==> config.mk <==
export PLATFORM = sky130hd
export DESIGN_NAME = psil_cell
export DESIGN_NICKNAME = d
export VERILOG_FILES = /design/src/rtl/psil_pkg.sv /design/src/rtl/psil_cell.sv
export SDC_FILE = /design/constraint.sdc
export NUM_CORES = 1
export LEC_CHECK = 0
export ABC_AREA = 1
export ABC_CLOCK_PERIOD_IN_PS = 3500
export BUFFER_PORTS_ARGS = -buffer_cell sky130_fd_sc_hd__buf_2
export CAP_MARGIN = 20
export CORE_ASPECT_RATIO = 1.5
export CORE_MARGIN = 2
export CORE_UTILIZATION = 52
export CTS_BUF_LIST = sky130_fd_sc_hd__clkbuf_8
export DETAILED_ROUTE_END_ITERATION = 16
export PLACE_DENSITY = 0.89
export SETUP_SLACK_MARGIN = 0.05
export SLEW_MARGIN = 10
export SYNTH_ARGS = -nofsm -noshare
export SYNTH_HDL_FRONTEND = slang
export SYNTH_SLANG_ARGS = --single-unit
==> constraint.sdc <==
create_clock -name clk -period 3.5 [get_ports clk]
set_input_delay 0.175 -clock clk [delete_from_list [all_inputs] [get_ports clk]]
set_output_delay 0.175 -clock clk [all_outputs]
set_load 0.02 [all_outputs]
==> src/rtl/psil_pkg.sv <==
`timescale 1ns / 1ps
// Package for the per-source ICMP limiter: frame classification constants
// and the token type that travels down the chain of table cells.
// No dependencies.
package psil_pkg;

  localparam int unsigned KeyWidth   = 32;
  localparam int unsigned CountWidth = 32;

  localparam logic [15:0] MIN_ETH_BYTES  = 16'd14;
  localparam logic [15:0] MIN_ICMP_BYTES = 16'd42;
  localparam logic [15:0] ETHERTYPE_IPV4 = 16'h0800;
  localparam logic [7:0]  PROTO_ICMP     = 8'd1;

  localparam logic [CountWidth-1:0] COUNT_MAX = {CountWidth{1'b1}};

  localparam logic VERDICT_PASS = 1'b0;
  localparam logic VERDICT_DROP = 1'b1;

  // One item in flight. search is set while an ICMP item still looks for
  // its source in the table; hit marks an item that matched a stored key.
  typedef struct packed {
    logic                  vld;
    logic                  search;
    logic                  hit;
    logic                  drop;
    logic [KeyWidth-1:0]   key;
    logic [CountWidth-1:0] count;
  } token_t;

endpackage

==> src/rtl/psil_cell.sv <==
`timescale 1ns / 1ps
// One table slot of the per-source ICMP limiter. It holds a key and a count,
// serves the token passing through it and hands it on. Depends on psil_pkg.
module psil_cell (
  input  logic            clk,
  input  logic            rst_n,
  input  logic            adv,
  input  psil_pkg::token_t tok_i,
  output psil_pkg::token_t tok_o
);

  logic [psil_pkg::CountWidth-1:0] count_one;
  logic [psil_pkg::KeyWidth-1:0]   key_r,   key_nxt;
  logic [psil_pkg::CountWidth-1:0] count_r, count_nxt;
  logic                            valid_r, valid_nxt;
  psil_pkg::token_t                tok_r,   tok_nxt;

  logic                            hit;
  logic                            ins;
  logic [psil_pkg::CountWidth-1:0] count_inc;

  assign count_one = {{(psil_pkg::CountWidth-1){1'b0}}, 1'b1};

  assign hit = tok_i.vld && tok_i.search && valid_r && (key_r == tok_i.key);
  // Slots fill from the front, so the first empty slot a searching token
  // meets lies behind every stored key.
  assign ins = tok_i.vld && tok_i.search && !valid_r;
  assign count_inc = (count_r == psil_pkg::COUNT_MAX) ? count_r
                                                      : count_r + count_one;

  always_comb begin
    key_nxt   = key_r;
    count_nxt = count_r;
    valid_nxt = valid_r;
    tok_nxt   = tok_i;
    if (hit) begin
      count_nxt      = count_inc;
      tok_nxt.search = 1'b0;
      tok_nxt.hit    = 1'b1;
      tok_nxt.count  = count_inc;
    end else if (ins) begin
      key_nxt        = tok_i.key;
      count_nxt      = count_one;
      valid_nxt      = 1'b1;
      tok_nxt.search = 1'b0;
      tok_nxt.count  = count_one;
    end
  end

  always_ff @(posedge clk) begin
    if (!rst_n) begin
      valid_r   <= 1'b0;
      tok_r.vld <= 1'b0;
    end else if (adv) begin
      key_r   <= key_nxt;
      count_r <= count_nxt;
      valid_r <= valid_nxt;
      tok_r   <= tok_nxt;
    end
  end

  assign tok_o = tok_r;

endmodule

==> metrics.txt, run 1 <==
chip width=100.4 um; critical path cell sequence=ha_1, inv_2, nor2_4, nand2_4, nor2_8, nand3_2, nand2_1, inv_2, o21ai_1, nor2_1; RSZ-0062 raised after global routing=false; Core Rows=52; router iterations before antenna repair=5; Total Routed Length=21070 um; DIE AREA=14920 um2; critical path startpoint category=register; first-pass GRT wire length=32390 um; most common cell after layout, fill and taps aside=nand2_1; hold path start=tok_i[11]; clk buf depth=2; DR vias=6755; worst skew pair latency=460 ps; Initial Utilization=53.57%; Slew Viols, Final=0; Tcrit/Tclk final=82.07%; Pleak=4.046 nW; total gr overflow=0; CTS Sinks=133; Syn-to-layout area delta=23.70%; fmax=0.3481 GHz; FILL cells=1079; CP most frequent cell=inv_2; Mapped Nets=954; CORE AREA=13530 um2; vias in the first global route=6626; CP startpoint=count_r[0]$_SDFFCE_PN1P_; post-DP HPWL=14730 um; First DRT Iteration DRCs=670; VDD IR max=0.2267 mV; TNS Setup=0 ps; antenna violations before repair=0; Post CTS Setup Buffer Count=0; Tmin final=2873 ps; drc violations=0; Power Total=0.003523 W; FF-to-FF Start=count_r[0]$_SDFFCE_PN1P_; Seq cells post-synth=133; Setup Viol. Count Final=0; hold slack=20.63 ps; max-cap violation count=0; CTS buffer count=17; Yosys top cell area share=54.26%; CP arrival=3080 ps; post-synth top area cell=edfxtp_1; Post-Syn Instances=882; CP bufs+invs=2; # nets final=1143; Cell variety after synth=36; Die Y=148.6 um; CP delay by family, top=simple AND/OR/NAND/NOR gates; post-synth design cell area=7249 um2; CTS tree=done; Slowest-stage cell, CP=nand3_2; share of layout cells above drive strength 1=18.82%; clk slew on worst S/H paths=80 ps; most frequent cells in the layout=267 x nand2_1, 138 x buf_2, 131 x edfxtp_1; Clock Skews=13.81 ps; Slew HR=56.80%; Buffers on Ports=138; largest net degree at the start of global routing=51; vias per cell=5.421; Seq/Total Area, Yosys=54.82%; final hold vios=0; Req. time, crit path=3710 ps; Syn Area/Cell=8.219 um2; global placement routability congestion=0.9335; Crit path largest cell delay=500 ps; endpoint type of the worst setup path=register; outcome=finished clean; Ant. Diodes=0; Total GRT Usage=28.58%; Worst Max-Slew Pin Slew=648.0 ps; crit path kind=reg2reg; Root Driver=clkbuf_8; Max FO, Critical Path=31; post-route ant nets=0; Power Density=392.8 nW/um2; I/O pins=139; wire per inst=16.91 um; Worst Hold Class=in2reg; Synth Warn #=0; Synth area leaders=edfxtp_1 54%, nand2_1 14%, nand3_1 8.1%; H-tree depth=4
==> where the power goes <==
| group | internal, W | switching (W) |
|---|---|---|
| Clock | 0.000650 | 0.000680 |
| Sequential | 0.00181 | 0.0000243 |
| Combinational | 0.000136 | 0.000221 |
==> flip-flops by register name, summed over array words and instances, names as in the netlist <==
register	flops
valid_r	1
count_r	32
key_r	32
tok_o	68
==> kinds of logic (layout without fill, tap and decap cells) <==
family                   count (synthesis)  after routing  share of synthesized area, %
AO/OA/AOI/OAI                           32             32                         2.278
XOR/XNOR                                20             20                         2.416
adder cells (fa/ha/maj)                  1              1                        0.1726
buffers and inverters                  136            338                         7.318
flip-flops                             133            133                         54.82
AND/OR/NAND/NOR                        560            560                         33.00
==> worst min-delay path, delay by kind of cell <==
kind | cells | cell delay, ps
buffers and inverters | 1 | 80
and+or+nand+nor | 2 | 110
==> path summary, 6_finish.rpt <==
| path | to | slack (ps) | cells after the start |
|---|---|---|---|
| min | tok_o[11]$_DFFE_PP_ | 20 | 3 |
| min reg2reg | valid_r$_SDFFE_PN0P_ | 620 | 2 |
| max | count_r[15]$_SDFFCE_PN0P_ | 630 | 10 |
| max reg2reg | count_r[15]$_SDFFCE_PN0P_ | 630 | 10 |
==> cell usage after synthesis <==
| library cell | count |
|---|---|
| inv_1 | 110 |
| ha_1 | 1 |
| o21ai_1 | 4 |
| and3_1 | 1 |
| o21ai_0 | 13 |
| or2_0 | 1 |
| nand2_4 | 1 |
| or2_2 | 4 |
| nand2_1 | 267 |
| xor2_1 | 9 |
| nor3_2 | 1 |
| xnor2_1 | 11 |
| nor2_8 | 1 |
| a21oi_1 | 13 |
| nand3_2 | 1 |
| inv_2 | 5 |
| dfxtp_1 | 2 |
| nor2_2 | 4 |
| nor2_4 | 1 |
| buf_2 | 7 |
| nor3_1 | 17 |
| or2_1 | 1 |
| nand3_1 | 118 |
| nor2_1 | 126 |
| edfxtp_1 | 131 |
| and2_1 | 1 |
| nor3b_2 | 1 |
| nand4_1 | 9 |
| buf_6 | 1 |
| nand2_2 | 2 |
| nand3b_1 | 3 |
| clkinv_1 | 1 |
| clkbuf_1 | 8 |
| buf_1 | 3 |
| o21bai_1 | 2 |
| buf_4 | 1 |
==> stage by stage <==
step / cell area, um2 / setup WS, ps / std cells / util (%)
floorplan: 7249 / 192.1 / 882 / -
global placement: 8129 / 776.6 / 1172 / 60.07
detailed placement: 8129 / 670.2 / 1172 / 60.07
CTS: 8920 / 652.2 / 1243 / 65.91
global route: 8967 / 282.3 / 1246 / 66.26
finish: 8967 / 627.4 / 1246 / 66.26
==> final cells by class <==
type / instances / area [um2] / area share (%)
sequential: 133 / 3974 / 44.31
multi-input combinational: 613 / 2751 / 30.68
timing repair buffer: 190 / 1204 / 13.42
inverter: 116 / 435.4 / 4.856
clock buffer: 17 / 234.0 / 2.609
tap: 162 / 202.7 / 2.260
clock inverter: 15 / 166.4 / 1.856
==> metal layers <==
layer,global-route usage [%],wire length (um)
met5,0,0
met1,31.75,7804
met2,50.87,11000
met4,16.03,1155
met3,5.028,1101
==> repair_timing <==
item | in CTS | in global routing
endpoints found under the hold margin | 70 | 2
resized for setup | 0 | 0
hold buffers | 39 | 2
setup endpoints to repair | 0 | 0
(Power assumes the default switching activity.)
==> run 2: changes to the inputs <==
--- a/config.mk
+++ b/config.mk
@@ -5,16 +5,16 @@
 export SDC_FILE = /design/constraint.sdc
 export NUM_CORES = 1
 export LEC_CHECK = 0
-export ABC_AREA = 1
-export ABC_CLOCK_PERIOD_IN_PS = 3500
+export ABC_AREA = 0
+export ABC_CLOCK_PERIOD_IN_PS = 2800
 export BUFFER_PORTS_ARGS = -buffer_cell sky130_fd_sc_hd__buf_2
 export CAP_MARGIN = 20
 export CORE_ASPECT_RATIO = 1.5
 export CORE_MARGIN = 2
-export CORE_UTILIZATION = 52
+export CORE_UTILIZATION = 55
 export CTS_BUF_LIST = sky130_fd_sc_hd__clkbuf_8
 export DETAILED_ROUTE_END_ITERATION = 16
-export PLACE_DENSITY = 0.89
+export PLACE_DENSITY = 0.92
 export SETUP_SLACK_MARGIN = 0.05
 export SLEW_MARGIN = 10
 export SYNTH_ARGS = -nofsm -noshare
==> constraint.sdc (replaced) <==
create_clock -name clk -period 2.8 [get_ports clk]
set_input_delay 0.14 -clock clk [delete_from_list [all_inputs] [get_ports clk]]
set_output_delay 0.14 -clock clk [all_outputs]
set_load 0.02 [all_outputs]
==> run 2 against run 1 <==
Net effect: die area decreased by 24%; worst hold slack improved by 29 ps; highest routed layer unchanged; global-route usage down 2.7 points; flip-flop and latch count unchanged; core utilization up 9.5 points; critical path type unchanged; largest power group unchanged.
==> metrics.txt, run 2 <==
VDD IR max=0.5592 mV (was 0.2267 mV); max reg flops=68 (unchanged); Int Pwr=0.003357 W (was 0.002598 W); number of flops mapped to enable cells by yosys=131 (unchanged); vias per cell=5.634 (was 5.421); Post CTS Setup Buffer Count=0 (unchanged); Syn Area/Cell=15.09 um2 (was 8.219 um2); Syn-to-layout area delta=33.85% (was 23.70%); Clock Skews=16.44 ps (was 13.81 ps); Clock Power Share=39.1% (was 37.7%); Seq/Total Area, Yosys=69.31% (was 54.82%); global placement routability congestion=0.8846 (was 0.9335); critical path cell sequence=xnor2_1, nand4_1, nor4_1, nand3_2, buf_4, nor3_1, a21o_1 (was ha_1, inv_2, nor2_4, nand2_4, nor2_8, nand3_2, nand2_1, inv_2, o21ai_1, nor2_1); share of layout cells above drive strength 1=32.79% (was 18.82%); most frequent cells in the layout=138 x buf_2, 131 x edfxtp_1, 66 x dlygate4sd3_1 (was 267 x nand2_1, 138 x buf_2, 131 x edfxtp_1); RSZ-0062 raised after global routing=false (unchanged); CP bufs+invs=1 (was 2); Pleak=2.882 nW (was 4.046 nW); wire per inst=19.46 um (was 16.91 um); metal2 WL=7716 um (was 11000 um); most common cell after layout, fill and taps aside=buf_2 (was nand2_1); Post-synth ARST share=0% (unchanged); mux contribution to synthesized area=0.3492% (was 0%); largest net degree at the start of global routing=44 (was 51); CTS buffer count=17 (unchanged); H-tree depth=4 (unchanged); Logic pwr share=9.1% (was 10.1%); Initial Utilization=56.57% (was 53.57%); CTS Sinks=133 (unchanged); Synth Warn #=0 (unchanged); Power Density=577.6 nW/um2 (was 392.8 nW/um2); Flop pwr share=51.8% (was 52.1%); M1 WL=5299 um (was 7804 um); synth cell count leaders=131 x edfxtp_1, 48 x xnor2_1, 31 x nor2_1 (was 267 x nand2_1, 131 x edfxtp_1, 126 x nor2_1); chip width=87.36 um (was 100.4 um); Crit path largest cell delay=580 ps (was 500 ps); Net Sw Frac=24.27% (was 26.25%); Slew HR=58.79% (was 56.80%); drc violations=0 (unchanged); antenna violations before repair=0 (unchanged); Die Y=129.0 um (was 148.6 um); Ant. Diodes=0 (unchanged); Post-Synth XOR/XNOR Area=8.555% (was 2.416%); Slew Viols, Final=0 (unchanged); Seq cells post-synth=133 (unchanged); worst skew pair latency=440 ps (was 460 ps); Tmin final=2635 ps (was 2873 ps); fmax=0.3794 GHz (was 0.3481 GHz); first-pass GRT wire length=21740 um (was 32390 um); Worst Max-Slew Pin Slew=613.5 ps (was 648.0 ps); CORE AREA=10130 um2 (was 13530 um2); router iterations before antenna repair=5 (unchanged); post-route ant nets=0 (unchanged); Tcrit/Tclk final=94.12% (was 82.07%); final hold vios=0 (unchanged); Max FO, Critical Path=43 (was 31); Post-Syn Instances=380 (was 882); endpoint type of the worst setup path=register (unchanged); I/O pins=139 (unchanged); Mapped Nets=452 (was 954); post-synth top area cell=edfxtp_1 (unchanged); # nets final=669 (was 1143); top_reg_cell synth=edfxtp_1 (unchanged); CTS tree=done (unchanged); crit path kind=reg2reg (unchanged); DIE AREA=11270 um2 (was 14920 um2); outcome=finished clean (unchanged); vias in the first global route=4353 (was 6626); Cell variety after synth=47 (was 36); critical path startpoint category=register (unchanged); clk slew on worst S/H paths=90 ps (was 80 ps); main combinational cell family by area after synthesis=simple AND/OR/NAND/NOR gates (unchanged); Slowest-stage cell, CP=nor4_1 (was nand3_2); Core Util, Final=75.72% (was 66.26%); Total Routed Length=14150 um (was 21070 um); post-synthesis adder-cell area fraction=0.2182% (was 0.1726%); max-cap violation count=0 (unchanged); Setup Viol. Count Final=0 (unchanged); Yosys top cell area share=68.62% (was 54.26%); CP arrival=2950 ps (was 3080 ps); Root Driver=clkbuf_8 (unchanged); CP delay by family, top=simple AND/OR/NAND/NOR gates (unchanged); post-DP HPWL=8469 um (was 14730 um); TNS Setup=0 ps (unchanged); Met3 Wirelength=930 um (was 1101 um); Buffers on Ports=138 (unchanged); Switch Pwr=0.001076 W (was 0.0009247 W); Worst Hold Class=in2reg (unchanged); First DRT Iteration DRCs=269 (was 670); total gr overflow=0 (unchanged); Core Rows=45 (was 52); Synth area leaders=edfxtp_1 69%, xnor2_1 7.3%, a21o_1 2.9% (was edfxtp_1 54%, nand2_1 14%, nand3_1 8.1%); top-count cell post-synth=edfxtp_1 (was nand2_1); Req. time, crit path=3120 ps (was 3710 ps); DR vias=4096 (was 6755); Top Metal Used=met4 (unchanged); clk buf depth=2 (unchanged); Simple-Gate Fraction of Synth Area=12.48% (was 33.00%); Total GRT Usage=25.83% (was 28.58%); Compound-Gate Fraction of Synth Area=7.399% (was 2.278%); post-synth design cell area=5733 um2 (was 7249 um2)
-- run 2: cell count changes after synthesis, moves of 7 or more --
cell       before  now
a21o_1          0   22
a21oi_1        13    6
inv_1         110    3
nand2_1       267   11
nand3_1       118   10
nand4_1         9   17
nor2_1        126   31
nor3_1         17    6
o21ai_0        13    0
o2bb2ai_1       0    9
xnor2_1        11   48
-- run 2: cell type report --
| type | count | area [um2] |
|---|---|---|
| inverter | 3 | 11.26 |
| timing repair buffer | 213 | 1444 |
| clock inverter | 15 | 190.2 |
| clock buffer | 17 | 234.0 |
| multi-input combinational | 229 | 1674 |
| fill | 607 | 2461 |
| tap | 117 | 146.4 |
| sequential | 133 | 3974 |
-- run 2: final timing paths --
| check | start | slack [ps] | end | cells after the start |
|---|---|---|---|---|
| worst max-delay path | key_r[5]$_DFFE_PP_ | 160 | tok_o[17]$_DFFE_PP_ | 7 |
| worst min register to register | valid_r$_SDFFE_PN0P_ | 580 | valid_r$_SDFFE_PN0P_ | 2 |
| worst min-delay path | tok_i[0] | 50 | tok_o[0]$_DFFE_PP_ | 3 |
| worst max register to register | key_r[5]$_DFFE_PP_ | 160 | tok_o[17]$_DFFE_PP_ | 7 |
-- run 2: logic make-up (layout without fill, tap and decap cells) --
| logic type | Yosys count | count (layout) |
|---|---|---|
| adder cells (fa/ha/maj) | 1 | 1 |
| flip-flops | 133 | 133 |
| AO/OA/AOI/OAI | 52 | 52 |
| XOR/XNOR | 56 | 56 |
| buffers and inverters | 18 | 248 |
| AND/OR/NAND/NOR | 118 | 118 |
| multiplexers | 2 | 2 |
-- run 2: power by group through the flow --
stage          sequential (W)  clock (W)  combinational (W)
6_report              0.00230    0.00173           0.000404
2_1_floorplan         0.00241          0          0.0000960
3_3_place_gp          0.00233          0           0.000309
3_5_place_dp          0.00234          0           0.000321
4_1_cts               0.00229    0.00175           0.000394
5_1_grt               0.00230    0.00182           0.000430
-- run 2: per-stage QoR --
stage | total power, W | cells | setup slack, ps | hold slack (ps) | instance area [um2]
floorplan | 0.002507 | 380 | 196.2 | 238.9 | 5741
global placement | 0.002642 | 629 | 415.2 | 316.6 | 6588
detailed placement | 0.002658 | 629 | 321.7 | 320.2 | 6588
CTS | 0.004438 | 727 | 269.5 | 9.007 | 7672
global route | 0.004550 | 727 | 115.8 | 42.19 | 7674
finish | 0.004432 | 727 | 164.5 | 49.28 | 7674
-- run 2: worst min-delay path: stages --
cell and delay, ps:
buf_2 80, inv_1 40, a21boi_1 110
-- run 2: timing repair --
action | in CTS | in global routing
endpoints found under the setup margin | 0 | 1
hold buffers | 66 | 0
hold endpoints to repair | 99 | 0
gates resized for setup | 0 | 1
-- run 2: layer usage --
layer / up-vias / track usage [%]
li1: 1903 / -
met1: 1984 / 29.21
met2: 192 / 46.97
met3: 17 / 7.006
met4: 0 / 7.873
met5: - / 0
==> run 3: changes to the inputs <==
--- a/config.mk
+++ b/config.mk
@@ -14,6 +14,7 @@
 export CORE_UTILIZATION = 55
 export CTS_BUF_LIST = sky130_fd_sc_hd__clkbuf_8
 export DETAILED_ROUTE_END_ITERATION = 16
+export GPL_TIMING_DRIVEN = 0
 export PLACE_DENSITY = 0.92
 export SETUP_SLACK_MARGIN = 0.05
 export SLEW_MARGIN = 10
==> run 3 against run 2 <==
Net effect: register-to-register slack improved by 20 ps; critical path depth did not move; clock power fell by 2%; worst setup slack improved by 16 ps; cell area rose by 0.47%; routed wire length rose by 1.4%; worst hold slack got worse by 6.3 ps; largest power group unchanged; critical path type unchanged; flip-flop and latch count did not move.
==> metrics.txt, run 3 (synthesis gave the netlist of run 2 again) <==
Max FO, Critical Path=10 (was 43); outcome=finished clean (unchanged); hold path start=tok_i[24] (was tok_i[0]); Core Rows=45 (unchanged); clk buf depth=2 (unchanged); busiest grt layer=met2 (unchanged); final hold vios=0 (unchanged); First DRT Iteration DRCs=294 (was 269); Worst Hold Class=in2reg (unchanged); largest net degree at the start of global routing=68 (was 44); Total Routed Length=14340 um (was 14150 um); drc violations=0 (unchanged); vias in the first global route=4552 (was 4353); Ant. Diodes=0 (unchanged); Flop pwr share=52.2% (was 51.8%); FILL cells=593 (was 607); critical path startpoint category=register (unchanged); CTS Sinks=133 (unchanged); CORE AREA=10130 um2 (unchanged); antenna violations before repair=0 (unchanged); router iterations before antenna repair=5 (unchanged); Die Y=129.0 um (unchanged); CTS tree=done (unchanged); DR vias=4162 (was 4096); hold path depth=2 (was 3); met2 GRT Util=47.64% (was 46.97%); # nets final=677 (was 669); Logic pwr share=9.2% (was 9.1%); chip width=87.36 um (unchanged); Int Pwr=0.003340 W (was 0.003357 W); Initial Utilization=56.57% (unchanged); Pleak=2.892 nW (was 2.882 nW); RSZ-0062 raised after global routing=false (unchanged); fmax=0.3818 GHz (was 0.3794 GHz); grt met1 use=28.75% (was 29.21%); FF-to-FF Start=count_r[0]$_SDFFCE_PN1P_ (was key_r[5]$_DFFE_PP_); vias per cell=5.663 (was 5.634); Syn-to-layout area delta=34.48% (was 33.85%); max-cap violation count=0 (unchanged); Worst Max-Slew Pin Slew=870.9 ps (was 613.5 ps); Power Density=569.8 nW/um2 (was 577.6 nW/um2); met3 Usage GRT=8.344% (was 7.006%); Cell Count, Final, Fillers Out=735 (was 727); wire per inst=19.51 um (was 19.46 um); Root Driver=clkbuf_8 (unchanged); CTS buffer count=17 (unchanged); R2R depth=7 (unchanged); DIE AREA=11270 um2 (unchanged); most common cell after layout, fill and taps aside=buf_2 (unchanged); Req. time, crit path=2990 ps (was 3120 ps); CP delay by family, top=compound AO/OA/AOI/OAI gates (was simple AND/OR/NAND/NOR gates); critical path cell sequence=ha_1, and4_1, buf_1, a2111oi_0, xnor2_1, nor2_1, a21o_1 (was xnor2_1, nand4_1, nor4_1, nand3_2, buf_4, nor3_1, a21o_1); DP Worst Slack=-594.0 ps (was 321.7 ps); H-tree depth=4 (unchanged); CP bufs+invs=1 (unchanged); FF-to-FF setup slack=180 ps (was 160 ps); Tcrit/Tclk final=93.55% (was 94.12%); first-pass GRT wire length=22600 um (was 21740 um); CP arrival=2810 ps (was 2950 ps); VDD IR max=0.4692 mV (was 0.5592 mV); Tmin final=2619 ps (was 2635 ps); I/O pins=139 (unchanged); Slowest-stage cell, CP=a2111oi_0 (was nor4_1); endpoint type of the worst setup path=register (unchanged); Crit path largest cell delay=710 ps (was 580 ps); share of layout cells above drive strength 1=32.85% (was 32.79%); max reg flops=68 (unchanged); Slew HR=41.80% (was 58.79%); global placement routability congestion=0.9203 (was 0.8846); clk slew on worst S/H paths=80 ps (was 90 ps); Switch Pwr=0.001054 W (was 0.001076 W); Clock Skews=16.00 ps (was 16.44 ps); worst r2r dst=tok_o[19]$_DFFE_PP_ (was tok_o[17]$_DFFE_PP_); post-DP HPWL=8478 um (was 8469 um); most frequent cells in the layout=140 x buf_2, 131 x edfxtp_1, 65 x dlygate4sd3_1 (was 138 x buf_2, 131 x edfxtp_1, 66 x dlygate4sd3_1); placed cells=635 (was 629); Total GRT Usage=26.96% (was 25.83%); Clock Power Share=38.6% (was 39.1%); Net Sw Frac=23.98% (was 24.27%); Slew Viols, Final=0 (unchanged); setup ws final=180.6 ps (was 164.5 ps); Hold EP=tok_o[24]$_DFFE_PP_ (was tok_o[0]$_DFFE_PP_); crit path kind=reg2reg (unchanged); total gr overflow=0 (unchanged); Setup Viol. Count Final=0 (unchanged); worst skew pair latency=440 ps (about the same); post-route ant nets=0 (unchanged); Buffers on Ports=138 (unchanged)
run 3: cell count changes in the layout (fill, tap and decap cells not counted), sizes merged:
cell         delta
inv             -4
buf             +1
clkinv          +5
dlygate4sd3     -1
clkinvlp        -1
nor2            +1
clkbuf          +7
run 3: layer usage:
| metal | up-vias | part of all wire, % |
|---|---|---|
| met5 | - | 0 |
| met2 | 202 | 54 |
| met4 | 0 | 3.2 |
| met3 | 46 | 7.6 |
| li1 | 1921 | - |
| met1 | 1993 | 35 |
run 3: worst max-delay path by stage:
stage	slack (ps)	endpoint	start	depth (start not counted)
after floorplan	200	count_r[0]$_SDFFCE_PN1P_	key_r[28]$_DFFE_PP_	8
after global placement	-490	count_r[8]$_SDFFCE_PN0P_	key_r[17]$_DFFE_PP_	8
after detailed placement	-590	count_r[30]$_SDFFCE_PN0P_	key_r[12]$_DFFE_PP_	8
after CTS	150	tok_o[7]$_DFFE_PP_	key_r[12]$_DFFE_PP_	8
after global routing	100	tok_o[9]$_DFFE_PP_	key_r[12]$_DFFE_PP_	8
final	180	tok_o[19]$_DFFE_PP_	count_r[0]$_SDFFCE_PN1P_	7
run 3: power groups by stage:
stage / logic [W] / registers (W) / clock network [W]
finish: 0.000404 / 0.00230 / 0.00169
global route: 0.000431 / 0.00230 / 0.00178
CTS: 0.000394 / 0.00229 / 0.00170
detailed placement: 0.000318 / 0.00234 / 0
global placement: 0.000304 / 0.00233 / 0
floorplan: 0.0000960 / 0.00241 / 0
run 3: metrics by stage:
| stage | setup TNS (ps) | power (W) | util (%) | area, um2 | hold slack, ps |
|---|---|---|---|---|---|
| after CTS | 0 | 0.004385 | 76.05 | 7707 | 3.252 |
| final | 0 | 0.004393 | 76.07 | 7710 | 42.93 |
| after floorplan | 0 | 0.002507 | - | 5741 | 238.9 |
| after detailed placement | -18970 | 0.002654 | 65.00 | 6588 | 318.3 |
| after global routing | 0 | 0.004511 | 76.07 | 7710 | 25.98 |
| after global placement | -15560 | 0.002639 | 64.90 | 6578 | 316.7 |
run 3: cell type report:
cell class	instances	area (um2)	share of cell area (%)
Buffer	14	83.83	1.087
Clock buffer	17	234.0	3.035
Clock inverter	15	180.2	2.337
Inverter	3	13.76	0.1785
Multi-Input combinational cell	230	1702	22.07
Sequential cell	133	3974	51.54
Tap cell	117	146.4	1.899
Timing Repair Buffer	206	1376	17.85
run 3: what timing repair did:
item / in CTS / in global routing
gates cloned: 1 / 0
hold buffers: 65 / 0
gates resized for setup: 3 / 4
setup buffers: 3 / 0
endpoints found under the setup margin: 32 / 19
hold endpoints to repair: 98 / 0
pin swaps: 2 / 0
run 3: worst register-to-register path, cell delays in order, from the launching register on:
cell and delay (ps):
edfxtp_1 440, ha_1 280, and4_1 240, buf_1 270, a2111oi_0 710, xnor2_1 190, nor2_1 70, a21o_1 170
